## src/sv/pafp_pkg.sv

```systemverilog
`timescale 1ns / 1ps
// Shared widths, register indexes and reset values for the focal phase pipeline.
// No dependencies; imported by pafp_sqrt and phased_array_focus_phase.
package pafp_pkg;

    // Field widths.
    localparam int IDX_W   = 9;
    localparam int COORD_W = 16;
    localparam int DIFF_W  = 16;   // magnitude of a coordinate difference
    localparam int SQ_W    = 2 * DIFF_W;
    localparam int RAD_W   = SQ_W + 2;   // sum of three squares
    localparam int ROOT_W  = RAD_W / 2;
    localparam int TPM_W   = 16;
    localparam int PROD_W  = ROOT_W + TPM_W;
    localparam int FRAC_W  = 16;
    localparam int FRAC_LSB = 8;
    localparam int PHASE_W = 17;

    // Stream and configuration port widths.
    localparam int IN_TDATA_W  = 64;
    localparam int OUT_TDATA_W = 32;
    localparam int CFG_IDX_W   = 3;
    localparam int CFG_DATA_W  = 16;

    // Default array size.
    localparam int NUM_ELEMENTS_DEF = 512;

    // Configuration register indexes.
    typedef enum logic [CFG_IDX_W-1:0] {
        CFG_FOCUS_X         = 3'd0,
        CFG_FOCUS_Y         = 3'd1,
        CFG_FOCUS_Z         = 3'd2,
        CFG_TURNS_PER_METRE = 3'd3
    } cfg_index_t;

    // Register reset values.
    localparam logic signed [COORD_W-1:0] FOCUS_X_RST = 16'sd0;
    localparam logic signed [COORD_W-1:0] FOCUS_Y_RST = 16'sd0;
    localparam logic signed [COORD_W-1:0] FOCUS_Z_RST = 16'sd5243;
    localparam logic [TPM_W-1:0]          TPM_RST     = 16'd29824;

endpackage

```

## src/sv/pafp_sqrt.sv

```systemverilog
`timescale 1ns / 1ps
// Pipelined integer square root, one root bit resolved per register stage.
// Depends on pafp_pkg for the radicand, root and tag widths.
module pafp_sqrt
(
    input  logic                         clk,
    input  logic                         rst_n,
    input  logic                         in_valid,
    output logic                         in_ready,
    input  logic [pafp_pkg::RAD_W-1:0]   in_radicand,
    input  logic [pafp_pkg::IDX_W-1:0]   in_tag,
    output logic                         out_valid,
    input  logic                         out_ready,
    output logic [pafp_pkg::ROOT_W-1:0]  out_root,
    output logic [pafp_pkg::IDX_W-1:0]   out_tag
);
    import pafp_pkg::*;

    localparam int NSTG  = ROOT_W;
    localparam int REM_W = ROOT_W + 2;

    // Per-stage registers.
    logic                valid_reg [NSTG];
    logic [REM_W-1:0]    rem_reg   [NSTG];
    logic [ROOT_W-1:0]   root_reg  [NSTG];
    logic [RAD_W-1:0]    rad_reg   [NSTG];
    logic [IDX_W-1:0]    tag_reg   [NSTG];

    // Per-stage next values and load enables.
    logic [REM_W-1:0]    rem_next  [NSTG];
    logic [ROOT_W-1:0]   root_next [NSTG];
    logic                stg_ready [NSTG + 1];

    assign stg_ready[NSTG] = out_ready;
    assign in_ready        = stg_ready[0];

    genvar i;
    generate
        for (i = 0; i < NSTG; i++) begin : g_stage
            logic [REM_W-1:0]  cur_rem;
            logic [ROOT_W-1:0] cur_root;
            logic [RAD_W-1:0]  cur_rad;
            logic [IDX_W-1:0]  cur_tag;
            logic              cur_valid;
            logic [REM_W-1:0]  rem_sh;
            logic [REM_W-1:0]  trial;
            logic              fits;

            // Source of this stage: the input port or the stage before.
            if (i == 0) begin : g_first
                assign cur_rem   = '0;
                assign cur_root  = '0;
                assign cur_rad   = in_radicand;
                assign cur_tag   = in_tag;
                assign cur_valid = in_valid;
            end
            else begin : g_next
                assign cur_rem   = rem_reg[i-1];
                assign cur_root  = root_reg[i-1];
                assign cur_rad   = rad_reg[i-1];
                assign cur_tag   = tag_reg[i-1];
                assign cur_valid = valid_reg[i-1];
            end

            // Bring down the next bit pair and try the trial subtrahend 4r+1.
            always_comb
            begin
                rem_sh  = {cur_rem[REM_W-3:0], cur_rad[RAD_W-1-2*i -: 2]};
                trial   = {cur_root, 2'b01};
                fits    = (rem_sh >= trial);
                rem_next[i]  = fits ? (rem_sh - trial) : rem_sh;
                root_next[i] = {cur_root[ROOT_W-2:0], fits};
            end

            // A stage loads when empty or when its content moves on.
            assign stg_ready[i] = !valid_reg[i] || stg_ready[i+1];

            always_ff @(posedge clk or negedge rst_n)
            begin
                if (!rst_n)
                begin
                    valid_reg[i] <= 1'b0;
                end
                else if (stg_ready[i])
                begin
                    valid_reg[i] <= cur_valid;
                end
            end

            always_ff @(posedge clk)
            begin
                if (stg_ready[i] && cur_valid)
                begin
                    rem_reg[i]  <= rem_next[i];
                    root_reg[i] <= root_next[i];
                    rad_reg[i]  <= cur_rad;
                    tag_reg[i]  <= cur_tag;
                end
            end
        end
    endgenerate

    assign out_valid = valid_reg[NSTG-1];
    assign out_root  = root_reg[NSTG-1];
    assign out_tag   = tag_reg[NSTG-1];

    // The finished root and remainder reconstruct the radicand exactly.
    a_root_exact: assert property (@(posedge clk) disable iff (!rst_n)
        out_valid |-> ((RAD_W + 2)'(out_root) * (RAD_W + 2)'(out_root)
                       + (RAD_W + 2)'(rem_reg[NSTG-1]))
                      == (RAD_W + 2)'(rad_reg[NSTG-1]))
        else $error("square root does not reconstruct its radicand");

    // The remainder never exceeds twice the root, so the root is the floor.
    a_root_floor: assert property (@(posedge clk) disable iff (!rst_n)
        out_valid |-> (rem_reg[NSTG-1] <= {1'b0, out_root, 1'b0}))
        else $error("square root remainder too large");

    // Back pressure reaches the input only once every stage holds an item.
    a_full_stall: assert property (@(posedge clk) disable iff (!rst_n)
        !in_ready |-> (valid_reg[0] && out_valid && !out_ready))
        else $error("square root stalled with a free stage");

endmodule

```

## src/sv/phased_array_focus_phase.sv

```systemverilog
`timescale 1ns / 1ps
// Throughput: one request per cycle unless m_axis stalls; every stage holds
// one item and loads whenever it is empty or its item moves on, so bubbles
// close up under stall.
// The 17 root stages of pafp_sqrt set the depth, one root bit per stage.
// Reset clears all valid bits and loads the focal point and wavenumber defaults.
// Top level: focal drive phase pipeline; depends on pafp_pkg and pafp_sqrt.
module phased_array_focus_phase
#(
    parameter int NUM_ELEMENTS = pafp_pkg::NUM_ELEMENTS_DEF
)
(
    input  logic                              clk,
    input  logic                              rst_n,
    // Configuration write channel.
    input  logic                              cfg_valid,
    output logic                              cfg_ready,
    input  logic [pafp_pkg::CFG_IDX_W-1:0]    cfg_index,
    input  logic [pafp_pkg::CFG_DATA_W-1:0]   cfg_data,
    // Input stream.
    input  logic                              s_axis_tvalid,
    output logic                              s_axis_tready,
    // [8:0] element_index, [24:9] elem_x, [40:25] elem_y, [56:41] elem_z
    input  logic [pafp_pkg::IN_TDATA_W-1:0]   s_axis_tdata,
    // Output stream.
    output logic                              m_axis_tvalid,
    input  logic                              m_axis_tready,
    // [8:0] out_index, [25:9] phase
    output logic [pafp_pkg::OUT_TDATA_W-1:0]  m_axis_tdata
);
    import pafp_pkg::*;

    localparam logic [12:0] NUM_LIM = 13'(NUM_ELEMENTS);

    // Configuration registers.
    logic signed [COORD_W-1:0] focus_x_reg;
    logic signed [COORD_W-1:0] focus_y_reg;
    logic signed [COORD_W-1:0] focus_z_reg;
    logic [TPM_W-1:0]          tpm_reg;

    assign cfg_ready = 1'b1;

    // Register writes; an index beyond the list is ignored.
    always_ff @(posedge clk or negedge rst_n)
    begin
        if (!rst_n)
        begin
            focus_x_reg <= FOCUS_X_RST;
            focus_y_reg <= FOCUS_Y_RST;
            focus_z_reg <= FOCUS_Z_RST;
            tpm_reg     <= TPM_RST;
        end
        else if (cfg_valid && cfg_ready)
        begin
            case (cfg_index)
                CFG_FOCUS_X:         focus_x_reg <= cfg_data;
                CFG_FOCUS_Y:         focus_y_reg <= cfg_data;
                CFG_FOCUS_Z:         focus_z_reg <= cfg_data;
                CFG_TURNS_PER_METRE: tpm_reg     <= cfg_data;
                default:             ;
            endcase
        end
    end

    // Input field unpacking.
    logic [IDX_W-1:0]          in_idx;
    logic signed [COORD_W-1:0] in_x;
    logic signed [COORD_W-1:0] in_y;
    logic signed [COORD_W-1:0] in_z;
    logic                      in_ok;

    assign in_idx = s_axis_tdata[8:0];
    assign in_x   = s_axis_tdata[24:9];
    assign in_y   = s_axis_tdata[40:25];
    assign in_z   = s_axis_tdata[56:41];
    assign in_ok  = ({4'b0, in_idx} < NUM_LIM);

    // Stage load enables, from the output back to the input.
    logic a_ready, b_ready, c_ready, d_ready, e_ready;
    logic sq_in_ready;

    // Stage A: absolute coordinate differences.
    logic                a_valid_reg;
    logic [IDX_W-1:0]    a_idx_reg;
    logic [DIFF_W-1:0]   a_dx_reg, a_dy_reg, a_dz_reg;
    logic [DIFF_W-1:0]   a_dx_next, a_dy_next, a_dz_next;

    function automatic logic [DIFF_W-1:0] abs_diff(logic signed [COORD_W-1:0] p,
                                                    logic signed [COORD_W-1:0] f);
        logic signed [COORD_W:0] d;
        logic        [COORD_W:0] m;
        d = {p[COORD_W-1], p} - {f[COORD_W-1], f};
        m = d[COORD_W] ? -d : d;
        return m[DIFF_W-1:0];
    endfunction

    assign a_dx_next = abs_diff(in_x, focus_x_reg);
    assign a_dy_next = abs_diff(in_y, focus_y_reg);
    assign a_dz_next = abs_diff(in_z, focus_z_reg);
    assign a_ready   = !a_valid_reg || b_ready;
    assign s_axis_tready = a_ready;

    always_ff @(posedge clk or negedge rst_n)
    begin
        if (!rst_n)
        begin
            a_valid_reg <= 1'b0;
        end
        else if (a_ready)
        begin
            a_valid_reg <= s_axis_tvalid && in_ok;
        end
    end

    always_ff @(posedge clk)
    begin
        if (a_ready && s_axis_tvalid)
        begin
            a_idx_reg <= in_idx;
            a_dx_reg  <= a_dx_next;
            a_dy_reg  <= a_dy_next;
            a_dz_reg  <= a_dz_next;
        end
    end

    // Stage B: three squares.
    logic              b_valid_reg;
    logic [IDX_W-1:0]  b_idx_reg;
    logic [SQ_W-1:0]   b_sx_reg, b_sy_reg, b_sz_reg;

    assign b_ready = !b_valid_reg || c_ready;

    always_ff @(posedge clk or negedge rst_n)
    begin
        if (!rst_n)
        begin
            b_valid_reg <= 1'b0;
        end
        else if (b_ready)
        begin
            b_valid_reg <= a_valid_reg;
        end
    end

    always_ff @(posedge clk)
    begin
        if (b_ready && a_valid_reg)
        begin
            b_idx_reg <= a_idx_reg;
            b_sx_reg  <= a_dx_reg * a_dx_reg;
            b_sy_reg  <= a_dy_reg * a_dy_reg;
            b_sz_reg  <= a_dz_reg * a_dz_reg;
        end
    end

    // Stage C: sum of squares.
    logic              c_valid_reg;
    logic [IDX_W-1:0]  c_idx_reg;
    logic [RAD_W-1:0]  c_sum_reg;

    assign c_ready = !c_valid_reg || sq_in_ready;

    always_ff @(posedge clk or negedge rst_n)
    begin
        if (!rst_n)
        begin
            c_valid_reg <= 1'b0;
        end
        else if (c_ready)
        begin
            c_valid_reg <= b_valid_reg;
        end
    end

    always_ff @(posedge clk)
    begin
        if (c_ready && b_valid_reg)
        begin
            c_idx_reg <= b_idx_reg;
            c_sum_reg <= RAD_W'(b_sx_reg) + RAD_W'(b_sy_reg) + RAD_W'(b_sz_reg);
        end
    end

    // Distance: floor square root of the sum.
    logic              sq_out_valid;
    logic [ROOT_W-1:0] sq_root;
    logic [IDX_W-1:0]  sq_idx;

    pafp_sqrt u_sqrt
    (
        .clk         (clk),
        .rst_n       (rst_n),
        .in_valid    (c_valid_reg),
        .in_ready    (sq_in_ready),
        .in_radicand (c_sum_reg),
        .in_tag      (c_idx_reg),
        .out_valid   (sq_out_valid),
        .out_ready   (d_ready),
        .out_root    (sq_root),
        .out_tag     (sq_idx)
    );

    // Stage D: distance times wavenumber.
    logic              d_valid_reg;
    logic [IDX_W-1:0]  d_idx_reg;
    logic [PROD_W-1:0] d_prod_reg;

    assign d_ready = !d_valid_reg || e_ready;

    always_ff @(posedge clk or negedge rst_n)
    begin
        if (!rst_n)
        begin
            d_valid_reg <= 1'b0;
        end
        else if (d_ready)
        begin
            d_valid_reg <= sq_out_valid;
        end
    end

    always_ff @(posedge clk)
    begin
        if (d_ready && sq_out_valid)
        begin
            d_idx_reg  <= sq_idx;
            d_prod_reg <= PROD_W'(sq_root) * PROD_W'(tpm_reg);
        end
    end

    // Stage E: drop whole turns, negate, and hold the result for the sink.
    logic                       e_valid_reg;
    logic [IDX_W-1:0]           e_idx_reg;
    logic [PHASE_W-1:0]         e_phase_reg;
    logic [PHASE_W-1:0]         e_phase_next;

    assign e_phase_next = PHASE_W'(0) - {1'b0, d_prod_reg[FRAC_LSB +: FRAC_W]};
    assign e_ready      = !e_valid_reg || m_axis_tready;

    always_ff @(posedge clk or negedge rst_n)
    begin
        if (!rst_n)
        begin
            e_valid_reg <= 1'b0;
        end
        else if (e_ready)
        begin
            e_valid_reg <= d_valid_reg;
        end
    end

    always_ff @(posedge clk)
    begin
        if (e_ready && d_valid_reg)
        begin
            e_idx_reg   <= d_idx_reg;
            e_phase_reg <= e_phase_next;
        end
    end

    assign m_axis_tvalid = e_valid_reg;
    assign m_axis_tdata  = {{(OUT_TDATA_W - IDX_W - PHASE_W){1'b0}}, e_phase_reg, e_idx_reg};

    // An index outside the array never enters the pipeline.
    a_drop_range: assert property (@(posedge clk) disable iff (!rst_n)
        (s_axis_tvalid && s_axis_tready && !in_ok) |=> !a_valid_reg)
        else $error("out-of-range element entered the pipeline");

    // Results carry only indexes inside the array.
    a_out_range: assert property (@(posedge clk) disable iff (!rst_n)
        m_axis_tvalid |-> ({4'b0, e_idx_reg} < NUM_LIM))
        else $error("result carries an out-of-range index");

    // The phase is zero or strictly negative, never a full turn.
    a_phase_sign: assert property (@(posedge clk) disable iff (!rst_n)
        m_axis_tvalid |-> (e_phase_reg == '0 || (e_phase_reg[PHASE_W-1]
                           && e_phase_reg != {1'b1, {(PHASE_W-1){1'b0}}})))
        else $error("phase outside one negative turn");

    // A result waiting at the output does not block a free input stage.
    a_no_idle_block: assert property (@(posedge clk) disable iff (!rst_n)
        !a_valid_reg |-> s_axis_tready)
        else $error("input blocked with an empty first stage");

endmodule
```

## config.mk

```make
export PLATFORM = sky130hd
export DESIGN_NAME = phased_array_focus_phase
export DESIGN_NICKNAME = d
export VERILOG_FILES = /design/src/sv/pafp_pkg.sv /design/src/sv/pafp_sqrt.sv /design/src/sv/phased_array_focus_phase.sv
export SDC_FILE = /design/constraint.sdc
export NUM_CORES = 2
export LEC_CHECK = 0
export BUFFER_PORTS_ARGS = -buffer_cell sky130_fd_sc_hd__buf_2
export CORE_ASPECT_RATIO = 0.9
export CORE_MARGIN = 5
export CORE_UTILIZATION = 35
export CTS_CLUSTER_DIAMETER = 80
export DETAILED_ROUTE_END_ITERATION = 16
export PLACE_DENSITY = 0.47
export SLEW_MARGIN = 20
export SYNTH_ARGS = -nofsm -noshare
export SYNTH_HDL_FRONTEND = slang
export SYNTH_HIERARCHICAL = 1
export SYNTH_SLANG_ARGS = --single-unit
```

## constraint.sdc

```tcl
create_clock -name clk -period 7.2 [get_ports clk]
set_input_delay 0.72 -clock clk [delete_from_list [all_inputs] [get_ports clk]]
set_output_delay 0.72 -clock clk [all_outputs]
set_load 0.01 [all_outputs]
```

### Word level (Yosys, flattened, before mapping)

Memories as Yosys holds them, arrays and structs flattened. A register that Yosys moved wholly into a read port is not among the register bits.
Cells that the tools add are included.
Widths: inputs -> output; s select.

* order comparisons: 17
* eq/ne operators: 3
* reductions and logical operators: 71
* $add $sub $neg: 26
* multipliers: 4
* muxes and demuxes: 54

Operator list (number)
* $mux 19: 17
* $ge 19x19->1: 16
* $sub 19x19->19: 16
* $mul 16x16->32: 3
* $sub 16x16->17: 3
* $mux 16: 3
* $neg 16->16: 3
* $add 33x32->34: 1
* $mux 1: 34
* $add 32x32->33: 1
* $mul 17x16->24: 1
* $logic_and 1x1->1: 22
* $logic_not 1->1: 22
* $logic_or 1x1->1: 22
* $sub 1x16->17 const A: 1
* $reduce_and 2->1: 4
* $eq 3x2->1 const B: 2
* $eq 3x1->1 const B: 1
* $logic_not 3->1: 1
* $sub 2x1->3 const B: 1
* $ge 2x1->1 const B: 1

* output and inout bits: 35
* RAM bits: 1343
* memories kept: 4
* register bits: 341

Memory list
* u_sqrt.rad_reg: depth 17, bits a word 34, rd ports 16, clocked after Yosys merged registers in 0, write ports 17, line pafp_sqrt.sv:26 `logic [RAD_W-1:0] rad_reg [NSTG];`
* u_sqrt.rem_reg: depth 17, bits a word 19, rd ports 16, clocked after Yosys merged registers in 0, write ports 17, line pafp_sqrt.sv:24 `logic [REM_W-1:0] rem_reg [NSTG];`
* u_sqrt.root_reg: depth 17, bits a word 17, rd ports 17, clocked after Yosys merged registers in 0, write ports 17, line pafp_sqrt.sv:25 `logic [ROOT_W-1:0] root_reg [NSTG];`
* u_sqrt.tag_reg: depth 17, bits a word 9, rd ports 17, clocked after Yosys merged registers in 1, write ports 17, line pafp_sqrt.sv:27 `logic [IDX_W-1:0] tag_reg [NSTG];`

### Depth between registers and ports, before layout

* depth after elaboration: 24
* depth in mapped cells: 25

### Hierarchy

The synthesis kept the hierarchy.

By module, submodules not included
* phased_array_focus_phase: instances 1, cells each 4476, area an instance 44121.1 um^2
* pafp_sqrt: instances 1, cells each 2540, area an instance 36490.0 um^2

### Worst setup path after synthesis

OpenSTA, ideal clock, no wires.

* kind: flip-flop to flip-flop
* from: register a_dx_reg[8]
* to: register b_sx_reg[22] (data pin)
* cell stages (with the launch flop): 25
* required time: 6935 ps
* arrival: 6108 ps
* setup slack: 827 ps
* path buffers: 1
* cells stage by stage: edfxtp_1 -> clkbuf_1 -> nand2_1 -> inv_1 -> fa_1 -> inv_1 -> fa_1 -> inv_1 -> fa_1 -> inv_1 -> fa_1 -> inv_1 -> fa_1 -> inv_1 -> fa_1 -> inv_1 -> ha_1 -> a21o_1 -> a2111oi_0 -> o31ai_1 -> a22o_1 -> o21a_1 -> nor2_1 -> o21ai_0 -> xor2_1

* longest elaborated chain between the ends: 1

Ends and longest elaborated chain
* start, declared: line phased_array_focus_phase.sv:85 `logic [DIFF_W-1:0] a_dx_reg, a_dy_reg, a_dz_reg;`
* start signal, assigned: line phased_array_focus_phase.sv:120 `a_dx_reg <= a_dx_next;`
* $mul 16x16->32: line phased_array_focus_phase.sv:150 `b_sx_reg <= a_dx_reg * a_dx_reg;`
* end signal, assigned: line phased_array_focus_phase.sv:150
* end, declared: line phased_array_focus_phase.sv:129 `logic [SQ_W-1:0] b_sx_reg, b_sy_reg, b_sz_reg;`

No other way between the ends.
A chain may end at the register's enable or synchronous reset.

### Worst setup path in the final report

* from: register a_dy_reg[3]
* to: register b_sy_reg[28] (data pin)

* longest elaborated chain between the ends: 1

Ends and longest elaborated chain
* start, declared: line phased_array_focus_phase.sv:85
* start signal, assigned: line phased_array_focus_phase.sv:121 `a_dy_reg <= a_dy_next;`
* $mul 16x16->32: line phased_array_focus_phase.sv:151 `b_sy_reg <= a_dy_reg * a_dy_reg;`
* end signal, assigned: line phased_array_focus_phase.sv:151
* end, declared: line phased_array_focus_phase.sv:129

No other way between the ends.

==> flow_metrics.env <==
export IMPL_port_buffers=108
export IMPL_crit_required_ns=7.72
export IMPL_drive_gt1_share_pct=7.65
export IMPL_vias=48900
export IMPL_post_route_drc_count=0
export IMPL_slew_violations=0
export IMPL_largest_register_ff_count=272
export IMPL_setup_viol=0
export IMPL_yosys_top_cells_count="inv_1, edfxtp_1, fa_1, ha_1, nand2_1"
export IMPL_crit_path_max_fanout=7
export IMPL_rr_worst_depth=22
export IMPL_hold_end="a_idx_reg[3]"
export IMPL_multi_input_area_sq_um=40700
export IMPL_area_growth_pct=11.4
export IMPL_synthFlopType="edfxtp_1"
export IMPL_clk_path_buf_depth=3
export IMPL_relSlewSlack_pct=29.0
export IMPL_rows=167
export IMPL_tns_ns=0
export IMPL_core_sq_um=230000
export IMPL_fin_crit_ns=6.72
export IMPL_dp_hpwl_mm=137
export IMPL_netlist_area_sq_um=80600
export IMPL_overflow=0
export IMPL_fin_nets=8605
export IMPL_htreeDepth=4
export IMPL_outcome="completed"
export IMPL_holdCritStartpoint="s_axis_tdata[3]"
export IMPL_cap_violations=0
export IMPL_drt_wl_total_mm=176
export IMPL_start_util_pct=35.1
export IMPL_post_cts_setup_buffer_count=0
export IMPL_ys_seq_area_share_pct=43.1
export IMPL_avgSynthCellArea_sq_um=11.5
export IMPL_r2r_start="a_dy_reg[3]"
export IMPL_path_class="reg -> reg"
export IMPL_cts_root_buf="clkbuf_16"
export IMPL_r2r_end="b_sy_reg[28]"
export IMPL_hold_viol=0
export IMPL_holdPathStages=1
export IMPL_numCtsBuffers=139
export IMPL_cp_end_kind="flip-flop"
export IMPL_avgViaCountPerCell=4.72
export IMPL_synth_edf_count=1085
export IMPL_drt_pass1_iter_count=6
export IMPL_wl_per_cell_um=16.9
export IMPL_clock_sinks=1171
export IMPL_fin_crit_sh_pct=93.4
export IMPL_async_reset_ff_share_pct=7.34
export IMPL_critical_path_arrival_ns=7.24
export IMPL_ioPinCount=123
export IMPL_synth_warnings=6
export IMPL_synth_most_common_cell="inv_1"
export IMPL_cts_tree="built"
export IMPL_grt_max_degree=68
export IMPL_ant_nets=0
export IMPL_worst_pin_slew_ns=1.06
export IMPL_die_height_um=465
export IMPL_synthTopCellsByArea="edfxtp_1, fa_1, ha_1, inv_1, xnor2_1"
export IMPL_hold_class="in -> reg"
export IMPL_drt_iter0_drc=2431
export IMPL_grt_usage_pct=14.8
export IMPL_fillerInstances=21900
export IMPL_synthDistinctLibCells=110
export IMPL_path_clk_slew_ns=0.06
export IMPL_startpoint_type="flip-flop"
export IMPL_ys_ff_latch=1171
export IMPL_grt_pass1_wl_mm=283
export IMPL_die_x_um=516
export IMPL_skew_ns=0.0447
export IMPL_clock_latency_ns=0.79
export IMPL_cts_resized=0
export IMPL_seqCellArea_sq_um=34700
export IMPL_antenna_found_initial=2
export IMPL_ff2ff_setup_slack_ns=0.48
export IMPL_synth_top_area_cell="edfxtp_1"
export IMPL_grt_pass1_vias=51100
export IMPL_rsz0062_at_grt="false"
export IMPL_routabilityCongestion=0.835
export IMPL_max_clock_freq_mhz=149
export IMPL_dieArea_sq_um=240000
export IMPL_yosysTopAreaCellShare_pct=40.4
export IMPL_netlist_instances=7016
export IMPL_cts_hold_buf=1
==> worst max-delay path, stage by stage (launching register included) <==
cell      delay (ns)
edfxtp_1        0.51
inv_1           0.30
nor2_1          0.12
fa_1            0.52
inv_1           0.06
fa_1            0.54
inv_1           0.06
fa_1            0.51
inv_1           0.06
fa_1            0.53
inv_1           0.05
fa_1            0.48
inv_1           0.05
fa_1            0.48
inv_1           0.04
ha_1            0.20
or4_1           0.52
a21oi_1         0.32
o21ai_0         0.32
a31o_2          0.30
a31o_2          0.23
a21oi_1         0.17
xnor2_1         0.11
==> stage by stage <==
step | utilization, % | instances | setup slack (ns) | hold slack (ns) | cell area [sq um]
after floorplan | - | 7021 | 0.827 | 0.400 | 80600
after global placement | 37.1 | 10100 | 0.501 | 0.401 | 85100
after detailed placement | 37.1 | 10100 | 0.460 | 0.405 | 85100
after CTS | 39.1 | 10400 | 0.466 | 0.0154 | 89700
after global routing | 39.1 | 10400 | 0.0563 | 0.0444 | 89800
final | 39.1 | 10400 | 0.478 | 0.106 | 89800
==> routing by layer <==
layer / vias to the layer above / GRT usage [%] / routed length [um] / share of wire (%)
met5: - / 0 / 0 / 0
met4: 0 / 3.39 / 3420 / 1.9
met3: 201 / 1.92 / 5300 / 3.0
met2: 620 / 24.8 / 84700 / 48
met1: 24300 / 20.5 / 82100 / 47
li1: 23800 / - / - / -
==> worst max path at each step <==
stage | startpoint | to | slack, ns | cells past startpoint
4_1_cts | a_dy_reg[7] | b_sy_reg[31] | 0.47 | 22
6_report | a_dy_reg[3] | b_sy_reg[28] | 0.48 | 22
5_1_grt | a_dy_reg[7] | b_sy_reg[31] | 0.06 | 22
3_3_place_gp | a_dy_reg[7] | b_sy_reg[31] | 0.50 | 22
2_1_floorplan | a_dx_reg[8] | b_sx_reg[22] | 0.83 | 24
3_5_place_dp | a_dz_reg[10] | b_sz_reg[29] | 0.46 | 22
==> cells in the final DEF (no fill, tap or decap), drive strengths merged, types with 17 or more instances in the layout <==
cell,n
inv,1260
edfxtp,1085
fa,695
ha,611
nand2,582
nor2,305
and2,292
o21ai,263
xnor2,251
a21oi,231
buf,196
clkbuf,167
xor2,163
nor3,119
a21o,108
nand2b,81
o21a,74
dfrtp,73
clkinv,64
nor2b,62
nand3,54
o21bai,41
nand4,40
mux2,37
a31oi,34
or3,34
o31ai,34
nor4,31
or2,26
and3,26
a211oi,24
o211ai,17
==> layout make-up <==
| cell class | count | area share (%) |
|---|---|---|
| inverter | 1251 | 5.23 |
| clock buffer | 167 | 4.08 |
| tap | 3042 | 4.24 |
| multi-input combinational | 4451 | 45.3 |
| antenna | 1 | 0.00279 |
| clock inverter | 88 | 1.05 |
| sequential | 1171 | 38.7 |
| timing repair buffer | 197 | 1.37 |
==> logic make-up after synthesis <==
kind of cell               Yosys count  share of synthesized area (%)
buffers and inverters             1399                           6.62
adders and majority gates         1306                           26.7
other                                3                         0.0140
DFF                               1171                           43.1
AOI/OAI and AO/OA                  953                           7.68
and+or+nand+nor                   1716                           10.6
xor gates and xnor gates           416                           4.56
muxes                               52                          0.708
Power is left out: the tool's default activity adds up to more than one toggle a clock period on the data nets, which glitch-free logic cannot reach.
